`config.mk`:
```
export PLATFORM = sky130hd
export DESIGN_NAME = hsi_knob_panel_flat
export DESIGN_NICKNAME = d
export VERILOG_FILES = /design/src/sv/hsi_pkg.sv /design/src/sv/hsi_if.sv /design/src/sv/hsi_knob_panel.sv /design/src/sv/hsi_lane.sv /design/src/sv/hsi_merge.sv /design/src/flat_wrapper.sv
export SDC_FILE = /design/constraint.sdc
export NUM_CORES = 1
export LEC_CHECK = 0
export BUFFER_PORTS_ARGS = -buffer_cell sky130_fd_sc_hd__buf_2
export CAP_MARGIN = 15
export CORE_ASPECT_RATIO = 0.6
export CORE_MARGIN = 2
export CORE_UTILIZATION = 55
export CTS_CLUSTER_SIZE = 40
export DETAILED_ROUTE_END_ITERATION = 16
export PLACE_DENSITY = 0.72
export RECOVER_POWER = 25
export SLEW_MARGIN = 20
export SYNTH_ARGS = -nofsm -noshare
export SYNTH_HDL_FRONTEND = slang
export SYNTH_SLANG_ARGS = --single-unit
```
`constraint.sdc`:
```
create_clock -name clk -period 6.83 [get_ports clk]
set_clock_uncertainty 0.1 [all_clocks]
set_input_delay 0 -clock clk [delete_from_list [all_inputs] [get_ports clk]]
set_output_delay 0 -clock clk [all_outputs]
set_load 0.02 [all_outputs]
```
`src/sv/hsi_pkg.sv`:
```
// Shared types, codes and value arithmetic for the knob panel.
`timescale 1ns / 1ps

package hsi_pkg;

	localparam int NUM_CH = 3;

	// Channel order used everywhere: intensity, saturation, hue.
	localparam int CH_INT = 0;
	localparam int CH_SAT = 1;
	localparam int CH_HUE = 2;

	// Distance a hue press moves the value.
	localparam int HUE_STEP = 64;

	localparam logic signed [8:0] PRESS_STEP = 9'(-HUE_STEP);
	localparam logic signed [8:0] DETENT_UP = 9'sd1;
	localparam logic signed [8:0] DETENT_DOWN = -9'sd1;

	typedef enum logic {
		OP_TICK = 1'b0,
		OP_SET  = 1'b1
	} op_t;

	typedef enum logic [2:0] {
		REG_HUE_MIN = 3'd0,
		REG_HUE_MAX = 3'd1,
		REG_SAT_MIN = 3'd2,
		REG_SAT_MAX = 3'd3,
		REG_INT_MIN = 3'd4,
		REG_INT_MAX = 3'd5,
		REG_WRAP    = 3'd6
	} cfg_reg_t;

	typedef struct packed {
		logic [7:0] lo;
		logic [7:0] hi;
		logic       wrap;
	} lane_cfg_t;

	typedef struct packed {
		logic       tick;
		logic       set;
		logic       button;
		logic       enc_a;
		logic       enc_b;
		logic [7:0] new_value;
	} lane_in_t;

	typedef struct packed {
		logic [7:0] value;
		logic       changed;
		logic       manual;
	} lane_res_t;

	typedef struct packed {
		logic [7:0] intensity;
		logic [7:0] saturation;
		logic [7:0] hue;
		logic [2:0] changed_mask;
		logic       user_action;
	} result_t;

	// Moves v by -s; an overshoot past the range either clamps or wraps round.
	function automatic logic [7:0] step_value(input logic [7:0] v, input logic signed [8:0] s,
			input logic [7:0] lo, input logic [7:0] hi, input logic wrap);
		logic signed [9:0] t;
		logic signed [9:0] lo_s;
		logic signed [9:0] hi_s;
		logic signed [9:0] w;
		logic [7:0] r;
		t = signed'({2'b00, v}) - signed'({s[8], s});
		lo_s = signed'({2'b00, lo});
		hi_s = signed'({2'b00, hi});
		r = t[7:0];
		if (!s[8] && (s != 9'sd0) && (t < lo_s)) begin
			w = hi_s - lo_s + t + 10'sd1;
			r = wrap ? w[7:0] : lo;
		end else if (s[8] && (t > hi_s)) begin
			w = lo_s + t - hi_s - 10'sd1;
			r = wrap ? w[7:0] : hi;
		end
		return r;
	endfunction

	function automatic logic [7:0] flip_value(input logic [7:0] v, input logic [7:0] lo,
			input logic [7:0] hi);
		logic [7:0] half;
		logic [7:0] r;
		// The 8-bit difference wraps round when lo exceeds hi; it is taken for every v.
		half = (hi - lo) >> 1;
		if (v <= lo) begin
			r = hi;
		end else if (v >= hi) begin
			r = lo;
		end else if (v >= half) begin
			r = hi;
		end else begin
			r = lo;
		end
		return r;
	endfunction

	function automatic logic [7:0] limit_value(input logic [7:0] v, input logic [7:0] lo,
			input logic [7:0] hi);
		logic [7:0] r;
		if (v < lo) begin
			r = lo;
		end else if (v > hi) begin
			r = hi;
		end else begin
			r = v;
		end
		return r;
	endfunction

endpackage

```
`src/sv/hsi_if.sv`:
```
// Handshake channel interfaces for panel items, results and register writes.
`timescale 1ns / 1ps

interface hsi_req_if;
	logic       valid;
	logic       ready;
	logic       op;
	logic [2:0] button_pins;
	logic [2:0] enc_a_pins;
	logic [2:0] enc_b_pins;
	logic [1:0] channel;
	logic [7:0] new_value;

	modport source(output valid, op, button_pins, enc_a_pins, enc_b_pins, channel, new_value,
		input ready);
	modport sink(input valid, op, button_pins, enc_a_pins, enc_b_pins, channel, new_value,
		output ready);
endinterface

interface hsi_rsp_if;
	logic       valid;
	logic       ready;
	logic [7:0] intensity;
	logic [7:0] saturation;
	logic [7:0] hue;
	logic [2:0] changed_mask;
	logic       user_action;

	modport source(output valid, intensity, saturation, hue, changed_mask, user_action,
		input ready);
	modport sink(input valid, intensity, saturation, hue, changed_mask, user_action,
		output ready);
endinterface

interface hsi_cfg_if;
	logic       valid;
	logic       ready;
	logic [2:0] index;
	logic [7:0] data;

	modport source(output valid, index, data, input ready);
	modport sink(input valid, index, data, output ready);
endinterface

```
`src/sv/hsi_knob_panel.sv`:
```
// Top level of the three-channel hue, saturation and intensity knob panel.
// The panel takes one item in every clock cycle unless stalled and returns exactly one
// result per item from a register. Each of the three channels has its own lane holding the
// button history, the encoder phase and the channel value; a lane updates its state within
// the cycle an item is accepted, so items may follow each other without gaps. The result is
// held in an output register backed by a one-item skid stage, so the panel keeps accepting
// while a single result waits; it stalls only once both are full. Register writes are taken
// in any cycle and should arrive while no item is in flight.
`timescale 1ns / 1ps

module hsi_knob_panel #(
	parameter int DEBOUNCE_SAMPLES = 4
) (
	input  logic     clk,
	input  logic     arst_n,
	hsi_req_if.sink  req,
	hsi_rsp_if.source rsp,
	hsi_cfg_if.sink  cfg
);

	logic [7:0] lo_q [hsi_pkg::NUM_CH];
	logic [7:0] hi_q [hsi_pkg::NUM_CH];
	logic [2:0] wrap_q;

	logic accept;
	logic merge_ready;
	hsi_pkg::lane_res_t lres [hsi_pkg::NUM_CH];

	assign cfg.ready = 1'b1;

	always_ff @(posedge clk or negedge arst_n) begin
		if (!arst_n) begin
			for (int i = 0; i < hsi_pkg::NUM_CH; i++) begin
				lo_q[i] <= 8'd0;
				hi_q[i] <= 8'd255;
			end
			wrap_q <= 3'd4;
		end else if (cfg.valid) begin
			case (hsi_pkg::cfg_reg_t'(cfg.index))
				hsi_pkg::REG_HUE_MIN: lo_q[hsi_pkg::CH_HUE] <= cfg.data;
				hsi_pkg::REG_HUE_MAX: hi_q[hsi_pkg::CH_HUE] <= cfg.data;
				hsi_pkg::REG_SAT_MIN: lo_q[hsi_pkg::CH_SAT] <= cfg.data;
				hsi_pkg::REG_SAT_MAX: hi_q[hsi_pkg::CH_SAT] <= cfg.data;
				hsi_pkg::REG_INT_MIN: lo_q[hsi_pkg::CH_INT] <= cfg.data;
				hsi_pkg::REG_INT_MAX: hi_q[hsi_pkg::CH_INT] <= cfg.data;
				hsi_pkg::REG_WRAP:    wrap_q <= cfg.data[2:0];
				default: ;
			endcase
		end
	end

	assign req.ready = merge_ready;
	assign accept = req.valid && merge_ready;

	for (genvar g = 0; g < hsi_pkg::NUM_CH; g++) begin : g_lane
		hsi_pkg::lane_in_t  lin;
		hsi_pkg::lane_cfg_t lcfg;

		always_comb begin
			lin.tick = accept && (hsi_pkg::op_t'(req.op) == hsi_pkg::OP_TICK);
			lin.set = accept && (hsi_pkg::op_t'(req.op) == hsi_pkg::OP_SET)
				&& (req.channel == 2'(g));
			lin.button = req.button_pins[g];
			lin.enc_a = req.enc_a_pins[g];
			lin.enc_b = req.enc_b_pins[g];
			lin.new_value = req.new_value;
			lcfg.lo = lo_q[g];
			lcfg.hi = hi_q[g];
			lcfg.wrap = wrap_q[g];
		end

		hsi_lane #(
			.DEBOUNCE_SAMPLES(DEBOUNCE_SAMPLES),
			.PRESS_STEPS(g == hsi_pkg::CH_HUE)
		) u_lane (
			.clk(clk),
			.arst_n(arst_n),
			.lin(lin),
			.lcfg(lcfg),
			.lres(lres[g])
		);
	end

	hsi_merge u_merge (
		.clk(clk),
		.arst_n(arst_n),
		.accept(accept),
		.lres(lres),
		.ready(merge_ready),
		.rsp(rsp)
	);

endmodule

```
`src/sv/hsi_lane.sv`:
```
// One channel: button debounce, quadrature decode and value update.
`timescale 1ns / 1ps

module hsi_lane #(
	parameter int DEBOUNCE_SAMPLES = 4,
	parameter bit PRESS_STEPS = 1'b0
) (
	input  logic               clk,
	input  logic               arst_n,
	input  hsi_pkg::lane_in_t  lin,
	input  hsi_pkg::lane_cfg_t lcfg,
	output hsi_pkg::lane_res_t lres
);

	logic [DEBOUNCE_SAMPLES-1:0] hist_q, hist_n;
	logic       down_q, down_n;
	logic [1:0] phase_q, phase_n;
	logic [1:0] acc_q, acc_n;
	logic [7:0] value_q;

	logic       press;
	logic [7:0] v_press, v_enc, v_set;
	logic [1:0] code, diff;
	logic       moved, up;
	logic       q_pos, q_neg;

	always_comb begin
		hist_n = {hist_q[DEBOUNCE_SAMPLES-2:0], ~lin.button};
		press = !down_q && (&hist_n);
		if (down_q && (hist_n == '0)) begin
			down_n = 1'b0;
		end else if (press) begin
			down_n = 1'b1;
		end else begin
			down_n = down_q;
		end

		if (!press) begin
			v_press = value_q;
		end else if (PRESS_STEPS) begin
			v_press = hsi_pkg::step_value(value_q, hsi_pkg::PRESS_STEP, lcfg.lo, lcfg.hi,
				lcfg.wrap);
		end else begin
			v_press = hsi_pkg::flip_value(value_q, lcfg.lo, lcfg.hi);
		end

		// Gray code with A as the high bit; an odd difference is one valid transition.
		code = {lin.enc_a, lin.enc_a ^ lin.enc_b};
		diff = phase_q - code;
		moved = diff[0];
		up = diff[1];
		phase_n = moved ? code : phase_q;
		// The accumulator holds 0..3 between items, so a detent is a carry out of two bits.
		acc_n = moved ? (up ? acc_q + 2'd1 : acc_q - 2'd1) : acc_q;
		q_pos = moved && up && (acc_q == 2'd3);
		q_neg = moved && !up && (acc_q == 2'd0);

		if (q_pos) begin
			v_enc = hsi_pkg::step_value(v_press, hsi_pkg::DETENT_UP, lcfg.lo, lcfg.hi,
				lcfg.wrap);
		end else if (q_neg) begin
			v_enc = hsi_pkg::step_value(v_press, hsi_pkg::DETENT_DOWN, lcfg.lo, lcfg.hi,
				lcfg.wrap);
		end else begin
			v_enc = v_press;
		end

		v_set = hsi_pkg::limit_value(lin.new_value, lcfg.lo, lcfg.hi);

		if (lin.set) begin
			lres.value = v_set;
		end else if (lin.tick) begin
			lres.value = v_enc;
		end else begin
			lres.value = value_q;
		end
		lres.changed = lin.tick && (v_enc != value_q);
		lres.manual = lin.tick && (press || q_pos || q_neg);
	end

	always_ff @(posedge clk or negedge arst_n) begin
		if (!arst_n) begin
			hist_q  <= '0;
			down_q  <= 1'b0;
			phase_q <= 2'd0;
			acc_q   <= 2'd0;
			value_q <= 8'd0;
		end else begin
			if (lin.tick) begin
				hist_q  <= hist_n;
				down_q  <= down_n;
				phase_q <= phase_n;
				acc_q   <= acc_n;
			end
			if (lin.tick || lin.set) begin
				value_q <= lres.value;
			end
		end
	end

endmodule

```
`src/sv/hsi_merge.sv`:
```
// Merges the lane results into one item and holds it in an output register with skid.
`timescale 1ns / 1ps

module hsi_merge (
	input  logic               clk,
	input  logic               arst_n,
	input  logic               accept,
	input  hsi_pkg::lane_res_t lres [hsi_pkg::NUM_CH],
	output logic               ready,
	hsi_rsp_if.source          rsp
);

	hsi_pkg::result_t res_n, out_q, skid_q;
	logic out_valid_q, skid_valid_q;
	logic take;

	always_comb begin
		res_n.intensity = lres[hsi_pkg::CH_INT].value;
		res_n.saturation = lres[hsi_pkg::CH_SAT].value;
		res_n.hue = lres[hsi_pkg::CH_HUE].value;
		res_n.changed_mask = {lres[hsi_pkg::CH_HUE].changed, lres[hsi_pkg::CH_SAT].changed,
			lres[hsi_pkg::CH_INT].changed};
		res_n.user_action = lres[hsi_pkg::CH_INT].manual
			|| lres[hsi_pkg::CH_SAT].manual || lres[hsi_pkg::CH_HUE].manual;
	end

	assign ready = !skid_valid_q;
	assign take = out_valid_q && rsp.ready;

	always_ff @(posedge clk or negedge arst_n) begin
		if (!arst_n) begin
			out_valid_q  <= 1'b0;
			skid_valid_q <= 1'b0;
		end else begin
			if (accept) begin
				if (out_valid_q && !take) begin
					skid_valid_q <= 1'b1;
				end else begin
					out_valid_q <= 1'b1;
				end
			end else if (take) begin
				if (skid_valid_q) begin
					skid_valid_q <= 1'b0;
				end else begin
					out_valid_q <= 1'b0;
				end
			end
		end
	end

	always_ff @(posedge clk) begin
		if (accept) begin
			if (out_valid_q && !take) begin
				skid_q <= res_n;
			end else begin
				out_q <= res_n;
			end
		end else if (take && skid_valid_q) begin
			out_q <= skid_q;
		end
	end

	assign rsp.valid = out_valid_q;
	assign rsp.intensity = out_q.intensity;
	assign rsp.saturation = out_q.saturation;
	assign rsp.hue = out_q.hue;
	assign rsp.changed_mask = out_q.changed_mask;
	assign rsp.user_action = out_q.user_action;

endmodule

```
`src/flat_wrapper.sv`:
```
// flat-port wrapper written by rule: the top's interface ports become plain ports
module hsi_knob_panel_flat 
#(
	parameter int DEBOUNCE_SAMPLES = 4
)
  (clk, arst_n, req_valid, req_op, req_button_pins, req_enc_a_pins, req_enc_b_pins, req_channel, req_new_value, req_ready, rsp_valid, rsp_intensity, rsp_saturation, rsp_hue, rsp_changed_mask, rsp_user_action, rsp_ready, cfg_valid, cfg_index, cfg_data, cfg_ready);
  hsi_req_if req_i ();
  hsi_rsp_if rsp_i ();
  hsi_cfg_if cfg_i ();
  input  logic clk;
  input  logic arst_n;
  input wire logic [$bits(req_i.valid)-1:0] req_valid;
  input wire logic [$bits(req_i.op)-1:0] req_op;
  input wire logic [$bits(req_i.button_pins)-1:0] req_button_pins;
  input wire logic [$bits(req_i.enc_a_pins)-1:0] req_enc_a_pins;
  input wire logic [$bits(req_i.enc_b_pins)-1:0] req_enc_b_pins;
  input wire logic [$bits(req_i.channel)-1:0] req_channel;
  input wire logic [$bits(req_i.new_value)-1:0] req_new_value;
  output wire logic [$bits(req_i.ready)-1:0] req_ready;
  output wire logic [$bits(rsp_i.valid)-1:0] rsp_valid;
  output wire logic [$bits(rsp_i.intensity)-1:0] rsp_intensity;
  output wire logic [$bits(rsp_i.saturation)-1:0] rsp_saturation;
  output wire logic [$bits(rsp_i.hue)-1:0] rsp_hue;
  output wire logic [$bits(rsp_i.changed_mask)-1:0] rsp_changed_mask;
  output wire logic [$bits(rsp_i.user_action)-1:0] rsp_user_action;
  input wire logic [$bits(rsp_i.ready)-1:0] rsp_ready;
  input wire logic [$bits(cfg_i.valid)-1:0] cfg_valid;
  input wire logic [$bits(cfg_i.index)-1:0] cfg_index;
  input wire logic [$bits(cfg_i.data)-1:0] cfg_data;
  output wire logic [$bits(cfg_i.ready)-1:0] cfg_ready;
  assign req_i.valid = req_valid;
  assign req_i.op = req_op;
  assign req_i.button_pins = req_button_pins;
  assign req_i.enc_a_pins = req_enc_a_pins;
  assign req_i.enc_b_pins = req_enc_b_pins;
  assign req_i.channel = req_channel;
  assign req_i.new_value = req_new_value;
  assign req_ready = req_i.ready;
  assign rsp_valid = rsp_i.valid;
  assign rsp_intensity = rsp_i.intensity;
  assign rsp_saturation = rsp_i.saturation;
  assign rsp_hue = rsp_i.hue;
  assign rsp_changed_mask = rsp_i.changed_mask;
  assign rsp_user_action = rsp_i.user_action;
  assign rsp_i.ready = rsp_ready;
  assign cfg_i.valid = cfg_valid;
  assign cfg_i.index = cfg_index;
  assign cfg_i.data = cfg_data;
  assign cfg_ready = cfg_i.ready;
  hsi_knob_panel #(.DEBOUNCE_SAMPLES(DEBOUNCE_SAMPLES)) u_core (.clk(clk), .arst_n(arst_n), .req(req_i), .rsp(rsp_i), .cfg(cfg_i));
endmodule
```
==> flow_summary.toml <==
[outcome]
status = "complete, but fails checks"
violations = "max-capacitance violations, max-slew violations, negative setup slack"

[setup_path]
crit_top_cell = "a21oi_2"
critical-path-slowest-cell = "dfstp_2"
start_kind = "flip-flop"
worstPathMaxFanout = 5
crit_type = "flip-flop to flip-flop"
cp_slowest_stage_delay_ps = 590
arrival_ps = 7560
cp_data_required_time_ps = 6940
endpoint_kind = "flip-flop"

[synthesis]
ys_ff_latch = 157
yosysWarnings = 0
synth-edff-count = 56
synth_ff_type = "dfrtp_1"
async_flop_share_pct = 64.3
syn-instance-count = 1995
seq_area_frac_synth_pct = 24.0
ys_types = 102
syn_avg_cell_area_um2 = 8.87
netlist_area_um2 = 17700
synth_nets = 2310

[floorplan]
die_h_um = 143
die_w_um = 236
die-area_um2 = 33700
io_pins = 67
rows = 50
core-area_um2 = 31400
start_util_pct = 56.3

[route]
firstDrtPassIters = 6
wirelength_um = 74600
dr_total_vias = 19100
wl_per_cell_um = 25.6
wl_met1_um = 31300
met3_wirelength_um = 12100
top_layer = "met5"
drtIter0Drc = 2816
ant_nets = 0
via_per_inst = 6.56
wl_met2_um = 29400
drcViolationCount = 0

[final_layout]
antennaDiodeCount = 0
multi_input_area_um2 = 14300
seq_area_um2 = 4240
fin_cells = 2917
nFillCells = 2134
final_cell_mix = "buf_4 (417), ha_1 (207), nand2_1 (199)"
nNetsFinal = 2803
drive_above_1_share_pct = 34.5
syn_to_final_growth_pct = 36.9
fin_util_pct = 77.1
final_common_cell = "buf_4"

[cts]
cts_sinks = 157
cts.path.max_buffers = 2
cts_buffers = 17
ctsRootBufferMaster = "clkbuf_16"
worstSkewPairLatency_ps = 450
clk_pin_slew_ps = 80
tritoncts = "built"
cts_max_level = 4

[placed_design]
place_congestion = 1.04
post-dp-hpwl_um = 56500
dp_cells = 2802
portBuffers = 65
post-place-ws_ps = -667

[global_route]
gr-total-overflow = 0
grt_max_degree = 57
antenna_found_initial = 1
grt_usage_pct = 43.3
grt_pass1_vias = 18000
grt_pass1_wl_um = 109000

[timing]
timing.final.crit_share_pct = 109
period_needed_ps = 7450
rsz0062_at_grt = "true"
fin_tns_setup_ps = -3760
max_freq_ghz = 0.134
finalSetupViolCount = 18
finalHoldViolCount = 0
finalMaxSlewViolations = 57
finalWorstSetupSlack_ps = -624
maxSlewHeadroom_pct = -138
worst_pin_slew_ps = 3570

[run]
max-cap-violations = 1

[min_path]
hold_class = "input pin to flip-flop"
## path summary, 6_finish.rpt
check | startpoint | end | slack, ps | depth (start not counted)
setup / recovery | u_core.g_lane[0].lcfg[2]$_DFFE_PN1P_ | u_core.u_merge.skid_q[1]$_DFFE_PP_ | -620 | 35
setup reg to reg | u_core.g_lane[0].lcfg[2]$_DFFE_PN1P_ | u_core.u_merge.skid_q[1]$_DFFE_PP_ | -620 | 35
max in group asynchronous | arst_n | u_core.g_lane[1].lcfg[14]$_DFFE_PN0P_ | 3260 | 3
hold reg to reg | u_core.u_merge.skid_q[24]$_DFFE_PP_ | u_core.u_merge.rsp.intensity[4]$_DFFE_PP_ | 420 | 2
hold / removal | cfg_index[0] | u_core.g_lane[1].lcfg[13]$_DFFE_PN0P_ | 20 | 4
min in group asynchronous | arst_n | u_core.g_lane[2].u_lane.value_q[2]$_DFFE_PN0P_ | 1210 | 2
## state kept, by name, summed over array words and instances (netlist names), 3 cells and up
| name | cells |
|---|---|
| u_core.g_lane.lcfg | 48 |
| u_core.g_lane.u_lane.acc_q | 6 |
| u_core.g_lane.u_lane.down_q | 3 |
| u_core.g_lane.u_lane.hist_q | 9 |
| u_core.g_lane.u_lane.phase_q | 6 |
| u_core.g_lane.u_lane.value_q | 24 |
| u_core.u_merge.rsp.changed_mask | 3 |
| u_core.u_merge.rsp.hue | 8 |
| u_core.u_merge.rsp.intensity | 8 |
| u_core.u_merge.rsp.saturation | 8 |
| u_core.u_merge.skid_q | 28 |
| u_core.wrap_q | 3 |
## metal layers
layer	global-route usage (%)	vias up
met2	58.8	1396
met1	63.6	9210
met4	11.5	2
li1	-	8349
met3	16.0	181
met5	0	-
## final cells by class
| type | instances | share of cell area, % |
|---|---|---|
| Tap cell | 416 | 2.15 |
| Clock buffer | 17 | 1.76 |
| Inverter | 128 | 2.01 |
| Clock inverter | 15 | 0.806 |
| Sequential cell | 157 | 17.5 |
| Timing Repair Buffer | 537 | 16.5 |
| Multi-Input combinational cell | 1647 | 59.2 |
## worst max-delay path: cells and delay by family, from the launching register on
| family | cells | cell delay (ps) |
|---|---|---|
| buffers and inverters | 3 | 270 |
| AO/OA/AOI/OAI | 15 | 2830 |
| multiplexers | 1 | 120 |
| adder cells (fa/ha/maj) | 6 | 1830 |
| flip-flops | 1 | 590 |
| AND/OR/NAND/NOR | 7 | 1030 |
| XOR/XNOR | 3 | 430 |
## synth_stat cells, types with 13 or more instances
master | count | area (µm²)
nand4_1 | 15 | 93.8
a31oi_1 | 18 | 113
nand2_1 | 203 | 762
xnor2_1 | 95 | 832
dfrtp_1 | 76 | 1900
clkbuf_1 | 54 | 203
inv_1 | 127 | 477
and3_1 | 13 | 81.3
nor2_1 | 119 | 447
edfxtp_1 | 56 | 1680
xor2_1 | 38 | 333
a21o_1 | 37 | 278
o21ai_1 | 13 | 65.1
fa_1 | 56 | 1120
nor3_1 | 35 | 175
a211oi_1 | 26 | 195
o221ai_1 | 28 | 245
nand2b_1 | 28 | 175
o21ai_0 | 135 | 676
nand3_1 | 40 | 200
mux2_2 | 44 | 495
o211ai_1 | 24 | 180
mux2i_1 | 46 | 460
ha_1 | 223 | 2790
o21a_1 | 24 | 180
dfstp_2 | 25 | 657
a21oi_1 | 122 | 611
nor4_1 | 15 | 93.8
nor2b_1 | 25 | 156
## logic make-up after synthesis
family                     synth area share [%]
and+or+nand+nor                            16.0
AOI/OAI and AO/OA                          21.9
adders and majority gates                  22.1
buffers and inverters                      4.10
DFF                                        24.0
xor gates and xnor gates                   6.58
muxes                                      5.40
other                                    0.0212
## repair_timing
item	CTS	global route
gates cloned	1	0
endpoints found under the hold margin	113	0
pin swaps	87	103
endpoints found under the setup margin	41	51
resized for setup	125	194
setup buffers	29	42
hold buffers	23	0
## per-stage QoR
step | area [µm²] | hold WS, ps
after global placement | 21300 | 20.1
after detailed placement | 21300 | 39.0
after floorplan | 17800 | -396
final | 24200 | 24.5
after global routing | 24200 | 49.9
after CTS | 23000 | 2.90
Power is not shown: default switching activity piles up to over one toggle a cycle in this logic, so the estimate is an artifact.
